File: src/fptc_pkg.sv
package fptc_pkg;

   // Configuration register indexes on the write port.
   localparam logic [2:0] CSR_WHEEL_BASE       = 3'd0;
   localparam logic [2:0] CSR_DIST_MID         = 3'd1;
   localparam logic [2:0] CSR_DIST_SPAN        = 3'd2;
   localparam logic [2:0] CSR_ANGLE_SPAN       = 3'd3;
   localparam logic [2:0] CSR_DIST_GAIN_SMALL  = 3'd4;
   localparam logic [2:0] CSR_DIST_GAIN_LARGE  = 3'd5;
   localparam logic [2:0] CSR_ANGLE_GAIN_SMALL = 3'd6;
   localparam logic [2:0] CSR_ANGLE_GAIN_LARGE = 3'd7;

   // Iteration counts of the shared loops, and the width of the step counter.
   localparam int SQRT_STEPS   = 32;
   localparam int DIV_STEPS    = 49;
   localparam int CORDIC_STEPS = 16;
   localparam int RULE_COUNT   = 4;
   localparam int CNT_W        = 6;

   localparam logic signed [32:0] INV_TWO_PI_Q32  = 33'sd683565276;
   localparam logic signed [33:0] CORDIC_GAIN_Q30 = 34'sd652032874;
   localparam logic signed [33:0] QUARTER_TURN    = 34'sd1073741824;
   localparam logic signed [33:0] HALF_TURN       = 34'sd2147483648;
   localparam logic signed [33:0] ROUND_Q30       = 34'sd8192;
   localparam logic [16:0]        Q16_ONE         = 17'd65536;
   localparam logic signed [31:0] INT32_MAX       = 32'sh7fffffff;
   localparam logic signed [31:0] INT32_MIN       = 32'sh80000000;

   typedef struct packed {
      logic [30:0] wheel_base;
      logic [30:0] dist_mid;
      logic [30:0] dist_span;
      logic [30:0] angle_span;
      logic [17:0] dist_gain_small;
      logic [17:0] dist_gain_large;
      logic [17:0] angle_gain_small;
      logic [17:0] angle_gain_large;
   } cfg_type;

   typedef enum logic [4:0] {
      OP_NONE, OP_LOAD, OP_DIFF, OP_SQ_X, OP_SQ_Y, OP_SUM, OP_SQRT, OP_DIST,
      OP_MUDE, OP_DIV, OP_MUDE_DONE, OP_MUTE, OP_MUTE_DONE, OP_MUTE_L,
      OP_R_PD, OP_R_PT, OP_R_W, OP_R_LR, OP_R_L, OP_R_R, OP_R_ACC,
      OP_VEL, OP_OMEGA, OP_CORD_INIT, OP_CORDIC, OP_TRIG,
      OP_MUL_X, OP_MUL_Y, OP_POSE
   } dp_op_type;

   typedef struct packed {
      dp_op_type        op;
      logic [CNT_W-1:0] cnt;
   } dp_cmd_type;

   typedef struct packed {
      logic mude_div;
   } dp_status_type;

   // Arctangent of 2^-i in units of 2^-32 turn.
   function automatic logic [29:0] atan_turn(input logic [3:0] i);
      logic [29:0] r;
      case (i)
         4'd0:    r = 30'd536870912;
         4'd1:    r = 30'd316933406;
         4'd2:    r = 30'd167458907;
         4'd3:    r = 30'd85004756;
         4'd4:    r = 30'd42667331;
         4'd5:    r = 30'd21354465;
         4'd6:    r = 30'd10679838;
         4'd7:    r = 30'd5340245;
         4'd8:    r = 30'd2670163;
         4'd9:    r = 30'd1335087;
         4'd10:   r = 30'd667544;
         4'd11:   r = 30'd333772;
         4'd12:   r = 30'd166886;
         4'd13:   r = 30'd83443;
         4'd14:   r = 30'd41722;
         4'd15:   r = 30'd20861;
         default: r = 30'd0;
      endcase
      return r;
   endfunction

   function automatic logic signed [31:0] sat32(input logic signed [67:0] v);
      logic signed [31:0] r;
      if (v > 68'(INT32_MAX)) begin
         r = INT32_MAX;
      end else if (v < 68'(INT32_MIN)) begin
         r = INT32_MIN;
      end else begin
         r = v[31:0];
      end
      return r;
   endfunction

endpackage

File: src/fptc_ctrl.sv
module fptc_ctrl (
   input  logic                   clock,
   input  logic                   reset,
   input  logic                   req_tvalid,
   output logic                   req_tready,
   input  logic                   out_free,
   input  fptc_pkg::dp_status_type status,
   output fptc_pkg::dp_cmd_type   cmd,
   output logic                   done
);

   typedef enum logic [30:0] {
      ST_IDLE      = 31'h00000001,
      ST_DIFF      = 31'h00000002,
      ST_SQX       = 31'h00000004,
      ST_SQY       = 31'h00000008,
      ST_SUM       = 31'h00000010,
      ST_SQRT      = 31'h00000020,
      ST_DIST      = 31'h00000040,
      ST_MUDE      = 31'h00000080,
      ST_DIVA      = 31'h00000100,
      ST_MUDE_DONE = 31'h00000200,
      ST_MUTE      = 31'h00000400,
      ST_DIVB      = 31'h00000800,
      ST_MUTE_DONE = 31'h00001000,
      ST_MUTE_L    = 31'h00002000,
      ST_R_PD      = 31'h00004000,
      ST_R_PT      = 31'h00008000,
      ST_R_W       = 31'h00010000,
      ST_R_LR      = 31'h00020000,
      ST_R_L       = 31'h00040000,
      ST_R_R       = 31'h00080000,
      ST_R_ACC     = 31'h00100000,
      ST_VEL       = 31'h00200000,
      ST_DIVC      = 31'h00400000,
      ST_OMEGA     = 31'h00800000,
      ST_CORD_INIT = 31'h01000000,
      ST_CORDIC    = 31'h02000000,
      ST_TRIG      = 31'h04000000,
      ST_MUL_X     = 31'h08000000,
      ST_MUL_Y     = 31'h10000000,
      ST_POSE      = 31'h20000000,
      ST_OUT       = 31'h40000000
   } state_type;

   localparam logic [fptc_pkg::CNT_W-1:0] SQRT_LAST =
      fptc_pkg::CNT_W'(fptc_pkg::SQRT_STEPS - 1);
   localparam logic [fptc_pkg::CNT_W-1:0] DIV_LAST =
      fptc_pkg::CNT_W'(fptc_pkg::DIV_STEPS - 1);
   localparam logic [fptc_pkg::CNT_W-1:0] CORDIC_LAST =
      fptc_pkg::CNT_W'(fptc_pkg::CORDIC_STEPS - 1);
   localparam logic [fptc_pkg::CNT_W-1:0] RULE_LAST =
      fptc_pkg::CNT_W'(fptc_pkg::RULE_COUNT - 1);

   state_type state_ff, state_in;
   logic [fptc_pkg::CNT_W-1:0] cnt_ff, cnt_in;

   assign req_tready = (state_ff == ST_IDLE);
   assign cmd.cnt    = cnt_ff;

   always_comb begin
      state_in = state_ff;
      cnt_in   = cnt_ff;
      cmd.op   = fptc_pkg::OP_NONE;
      done     = 1'b0;
      case (state_ff)
         ST_IDLE: begin
            if (req_tvalid) begin
               cmd.op   = fptc_pkg::OP_LOAD;
               state_in = ST_DIFF;
            end
         end
         ST_DIFF: begin
            cmd.op   = fptc_pkg::OP_DIFF;
            state_in = ST_SQX;
         end
         ST_SQX: begin
            cmd.op   = fptc_pkg::OP_SQ_X;
            state_in = ST_SQY;
         end
         ST_SQY: begin
            cmd.op   = fptc_pkg::OP_SQ_Y;
            state_in = ST_SUM;
         end
         ST_SUM: begin
            cmd.op   = fptc_pkg::OP_SUM;
            cnt_in   = '0;
            state_in = ST_SQRT;
         end
         ST_SQRT: begin
            cmd.op = fptc_pkg::OP_SQRT;
            cnt_in = cnt_ff + 1'b1;
            if (cnt_ff == SQRT_LAST) begin
               state_in = ST_DIST;
            end
         end
         ST_DIST: begin
            cmd.op   = fptc_pkg::OP_DIST;
            state_in = ST_MUDE;
         end
         ST_MUDE: begin
            cmd.op = fptc_pkg::OP_MUDE;
            cnt_in = '0;
            state_in = status.mude_div ? ST_DIVA : ST_MUTE;
         end
         ST_DIVA: begin
            cmd.op = fptc_pkg::OP_DIV;
            cnt_in = cnt_ff + 1'b1;
            if (cnt_ff == DIV_LAST) begin
               state_in = ST_MUDE_DONE;
            end
         end
         ST_MUDE_DONE: begin
            cmd.op   = fptc_pkg::OP_MUDE_DONE;
            state_in = ST_MUTE;
         end
         ST_MUTE: begin
            cmd.op   = fptc_pkg::OP_MUTE;
            cnt_in   = '0;
            state_in = ST_DIVB;
         end
         ST_DIVB: begin
            cmd.op = fptc_pkg::OP_DIV;
            cnt_in = cnt_ff + 1'b1;
            if (cnt_ff == DIV_LAST) begin
               state_in = ST_MUTE_DONE;
            end
         end
         ST_MUTE_DONE: begin
            cmd.op   = fptc_pkg::OP_MUTE_DONE;
            state_in = ST_MUTE_L;
         end
         ST_MUTE_L: begin
            cmd.op   = fptc_pkg::OP_MUTE_L;
            cnt_in   = '0;
            state_in = ST_R_PD;
         end
         ST_R_PD: begin
            cmd.op   = fptc_pkg::OP_R_PD;
            state_in = ST_R_PT;
         end
         ST_R_PT: begin
            cmd.op   = fptc_pkg::OP_R_PT;
            state_in = ST_R_W;
         end
         ST_R_W: begin
            cmd.op   = fptc_pkg::OP_R_W;
            state_in = ST_R_LR;
         end
         ST_R_LR: begin
            cmd.op   = fptc_pkg::OP_R_LR;
            state_in = ST_R_L;
         end
         ST_R_L: begin
            cmd.op   = fptc_pkg::OP_R_L;
            state_in = ST_R_R;
         end
         ST_R_R: begin
            cmd.op   = fptc_pkg::OP_R_R;
            state_in = ST_R_ACC;
         end
         ST_R_ACC: begin
            cmd.op = fptc_pkg::OP_R_ACC;
            cnt_in = cnt_ff + 1'b1;
            state_in = (cnt_ff == RULE_LAST) ? ST_VEL : ST_R_PD;
         end
         ST_VEL: begin
            cmd.op   = fptc_pkg::OP_VEL;
            cnt_in   = '0;
            state_in = ST_DIVC;
         end
         ST_DIVC: begin
            cmd.op = fptc_pkg::OP_DIV;
            cnt_in = cnt_ff + 1'b1;
            if (cnt_ff == DIV_LAST) begin
               state_in = ST_OMEGA;
            end
         end
         ST_OMEGA: begin
            cmd.op   = fptc_pkg::OP_OMEGA;
            state_in = ST_CORD_INIT;
         end
         ST_CORD_INIT: begin
            cmd.op   = fptc_pkg::OP_CORD_INIT;
            cnt_in   = '0;
            state_in = ST_CORDIC;
         end
         ST_CORDIC: begin
            cmd.op = fptc_pkg::OP_CORDIC;
            cnt_in = cnt_ff + 1'b1;
            if (cnt_ff == CORDIC_LAST) begin
               state_in = ST_TRIG;
            end
         end
         ST_TRIG: begin
            cmd.op   = fptc_pkg::OP_TRIG;
            state_in = ST_MUL_X;
         end
         ST_MUL_X: begin
            cmd.op   = fptc_pkg::OP_MUL_X;
            state_in = ST_MUL_Y;
         end
         ST_MUL_Y: begin
            cmd.op   = fptc_pkg::OP_MUL_Y;
            state_in = ST_POSE;
         end
         ST_POSE: begin
            cmd.op   = fptc_pkg::OP_POSE;
            state_in = ST_OUT;
         end
         ST_OUT: begin
            if (out_free) begin
               done     = 1'b1;
               state_in = ST_IDLE;
            end
         end
         default: begin
            state_in = ST_IDLE;
         end
      endcase
   end

   always_ff @(posedge clock) begin
      if (reset) begin
         state_ff <= ST_IDLE;
         cnt_ff   <= '0;
      end else begin
         state_ff <= state_in;
         cnt_ff   <= cnt_in;
      end
   end

endmodule

File: config.mk
export PLATFORM = sky130hd
export DESIGN_NAME = fptc_ctrl
export DESIGN_NICKNAME = d
export VERILOG_FILES = /design/src/fptc_pkg.sv /design/src/fptc_ctrl.sv
export SDC_FILE = /design/constraint.sdc
export NUM_CORES = 1
export LEC_CHECK = 0
export BUFFER_PORTS_ARGS = -buffer_cell sky130_fd_sc_hd__buf_2
export CAP_MARGIN = 5
export CORE_AREA = 2 2 66 81
export DETAILED_ROUTE_END_ITERATION = 8
export DIE_AREA = 0 0 68 83
export GPL_ROUTABILITY_DRIVEN = 0
export PLACE_DENSITY = 0.66
export SYNTH_ARGS = -nofsm -noshare
export SYNTH_HDL_FRONTEND = slang
export SYNTH_SLANG_ARGS = --single-unit
File: constraint.sdc
create_clock -name clock -period 2.4 [get_ports clock]
set_input_delay 0.12 -clock clock [delete_from_list [all_inputs] [get_ports clock]]
set_output_delay 0.12 -clock clock [all_outputs]
set_load 0.05 [all_outputs]
==> results.md <==
* #FFs+latches synth at 37
* Worst Setup End Kind: primary output
* Syn_nets at 281
* Synth warn at 0
* Max IR drop VDD at about 0.00044 V
* Cell Pwr Density at 445.0 mW/mm2
* CTS Buffer Depth at 2
* Cells after DPL at 399
* R2R Setup Slk at -80 ps
* Root buffer cell: clkbuf_8
* Most used DFF post-synth: dfxtp_1
* Total GRT Usage at between 20% and 30%
* Critical Path Start Type: flop
* Worst-path fanout max at 4
* Unique masters post-synth at 62
* Non-filler cells, final at 430
* DP HPWL at 4939 um
* CP Capture Point: cmd[8]
* Share of Yosys cell area claimed by the top area cell type at 31.41%
* Vias at 2569
* CP Data Arrival Time at around 2500 ps
* DIE AREA at 0.005644 mm2
* Endpoints failing setup at 21
* Initial Util at 48.78%
* Slew headroom at 53.84%
* Row count at 28
* Drt wl/cell at 17.76 um
* Post-synthesis sequential area ratio at a little under a third
* NumNets Final at between 300 and 400
* Critical path type: flop to primary output
* First drt pass iteration count at 4
* RSZ-0062 raised after global routing: true
* Reg2reg end: cnt_ff[3]$_SDFFE_PP0P_
* Measured slew at the worst slew-check pin at 683.5 ps
* DRT Wirelength at 7637 um
* Crit. Startpoint: state_ff[12]$_SDFFE_PP0P_
* Avg Inst Size Synth at 8.608 um2
* Post-layout min period at 2607 ps
* Largest net degree at the start of global routing at 18
* Max-cap violations at 0
* PnR Total Power at 1.585 mW
* Critical Path RT at 2280 ps
* Failing checks: negative setup slack
* Worst hold path type: input pin to flop
* DR vias/cell at 5.974
* First-pass GRT wire length at 11070 um
* Placeable Area at between 0.004 and 0.005 mm2
* Gate Count Post-Synth at 274
* # IOs at 18
* Total negative setup slack at -1545 ps
* Leak pwr at 1.523 nW
* Htree depth at 2
* Worst Clk Skew at 8.068 ps
* Hold WS at 122.9 ps
* Netlist Area Pre-Place at ~0.0024 mm2
* Remaining global-route overflow at 0
* Die height at a little over 80 um
* CTS clk-pin slew, worst paths at 80 ps
* Total CTS buffers at 5
* Area leader, netlist: dfxtp_1
* Vias in the first global route at 2336
* Area contributors post-synth: dfxtp_1, nor4_4, nor2_1
* Status: finished with violations
* Layout cells sized above 1 at 52.43%
* Final hold viol count at 0
* Crit share post-route at 108.6%
* Final Worst Setup Slack at -206.7 ps
* Fmax achieved at 0.3836 GHz
* Final Cell Area at 0.003561 mm2
* Port buffer count at 17
* Drt first-iter violations at 128
* Clock sink total at 37
* DIE WIDTH at a little under 70 um
* Ys async rst share at 0%
* Placed Area at 0.002950 mm2
* Pins over their slew limit at 0
* Worst r2r src: state_ff[21]$_SDFFE_PP0P_
* Worst r2r path cells at 11
* Antenna Cells at 0
* DRT antenna net count at 0
* DRC viols at 0
* Post-synth EDFFs at 0
* Skew-Pair Late Insertion Delay at 290 ps
* CTS tree: done
* Initial antenna violation count at 0
* Area Growth Syn to Fin at 50.98%
## synthesized netlist by cell type (4+ instances only)
library cell,instances
a21oi_1,8
a31oi_1,5
buf_2,4
clkbuf_1,7
dfxtp_1,37
inv_1,11
nand2_1,12
nand3_1,13
nand3b_1,4
nand4_1,6
nand4b_1,5
nor2_1,34
nor3_1,16
nor4_1,10
nor4_4,7
nor4b_1,9
o21ai_0,4
or3_1,6
or4b_2,6
xnor2_1,8
xor2_1,4
## worst max-delay path: stages (launching register included)
cell,delay [ps]
dfxtp_2,340
nor4_4,360
buf_4,190
nand2_1,70
buf_4,160
o41ai_1,660
a31oi_1,130
nand3_2,140
buf_8,150
## flip-flops by register name, indices dropped and copies added, names as in the netlist
signal    flops
state_ff     31
cnt_ff        6
## cells in the final DEF, fill, tap and decap left out, drive strengths merged, types with 3 or more instances in the layout
cell	synthesis	layout
nor2	36	36
nor3	17	17
a21oi	8	8
and3	5	5
a211o	3	3
nand4b	5	5
xnor2	8	8
or3	7	7
clkbuf	7	8
nand3	13	13
nand4	9	9
a31oi	5	5
dfxtp	37	37
xor2	4	4
nand2	14	14
nor4b	9	9
inv	11	11
or4b	6	6
o21ai	4	4
or4	4	4
buf	9	103
nor4	17	17
nand3b	4	4
## kinds of logic after synthesis
group                    after synthesis  synth area share, %
buffers and inverters                 27                5.782
flip-flops                            37                31.41
XOR/XNOR                              12                4.456
adder cells (fa/ha/maj)                2                1.061
multiplexers                           1               0.4774
AO/OA/AOI/OAI                         36                11.14
AND/OR/NAND/NOR                      159                45.68
## per-layer routing
| metal | share of wire [%] | wire [um] | track usage (%) |
|---|---|---|---|
| met3 | 5.1 | 390 | 4.201 |
| met5 | 0 | 0 | 0 |
| met1 | 40 | 3074 | 30.74 |
| met4 | 2.8 | 216 | 7.455 |
| met2 | 52 | 3956 | 44.75 |
## area by class of cell
| cell class | count | area (um2) |
|---|---|---|
| fillers | 359 | 1274 |
| clock inverters | 1 | 30.03 |
| flip-flops and latches | 37 | 775.7 |
| well taps | 60 | 75.07 |
| repair buffers | 104 | 807.0 |
| inverters | 11 | 41.29 |
| multi-input cells | 210 | 1745 |
| clock buffers | 7 | 86.33 |
## power breakdown
part	switching (mW)	internal (mW)	total, mW
clock	0.230	0.339	0.569
sequential	0.00784	0.615	0.623
combinational	0.227	0.165	0.392
## stage by stage
step	utilization [%]	setup slack [ps]
global placement	61.02	-76.91
floorplan	-	-109.6
finish	73.65	-206.7
detailed placement	61.02	-70.40
global route	73.65	-272.1
CTS	69.15	-184.8
## worst min path at each step
stage           start                  endpoint  slack, ps  cells after the start
3_3_place_gp   status  state_ff[8]$_SDFFE_PP0P_        410                      3
2_1_floorplan  status  state_ff[8]$_SDFFE_PP0P_        280                      2
4_1_cts        status  state_ff[8]$_SDFFE_PP0P_        120                      3
5_1_grt        status  state_ff[8]$_SDFFE_PP0P_        150                      3
6_report       status  state_ff[8]$_SDFFE_PP0P_        120                      3
3_5_place_dp   status  state_ff[8]$_SDFFE_PP0P_        420                      3
## repair_timing
action                                  4_1_cts  5_1_grt
hold buffers                                  0        0
resized for setup                            47       33
endpoints found under the setup margin       11       39
gates cloned                                  0        1
setup buffers                                13        9
pin swaps                                    24       19
No activity file was read; power rests on OpenSTA's default activity.
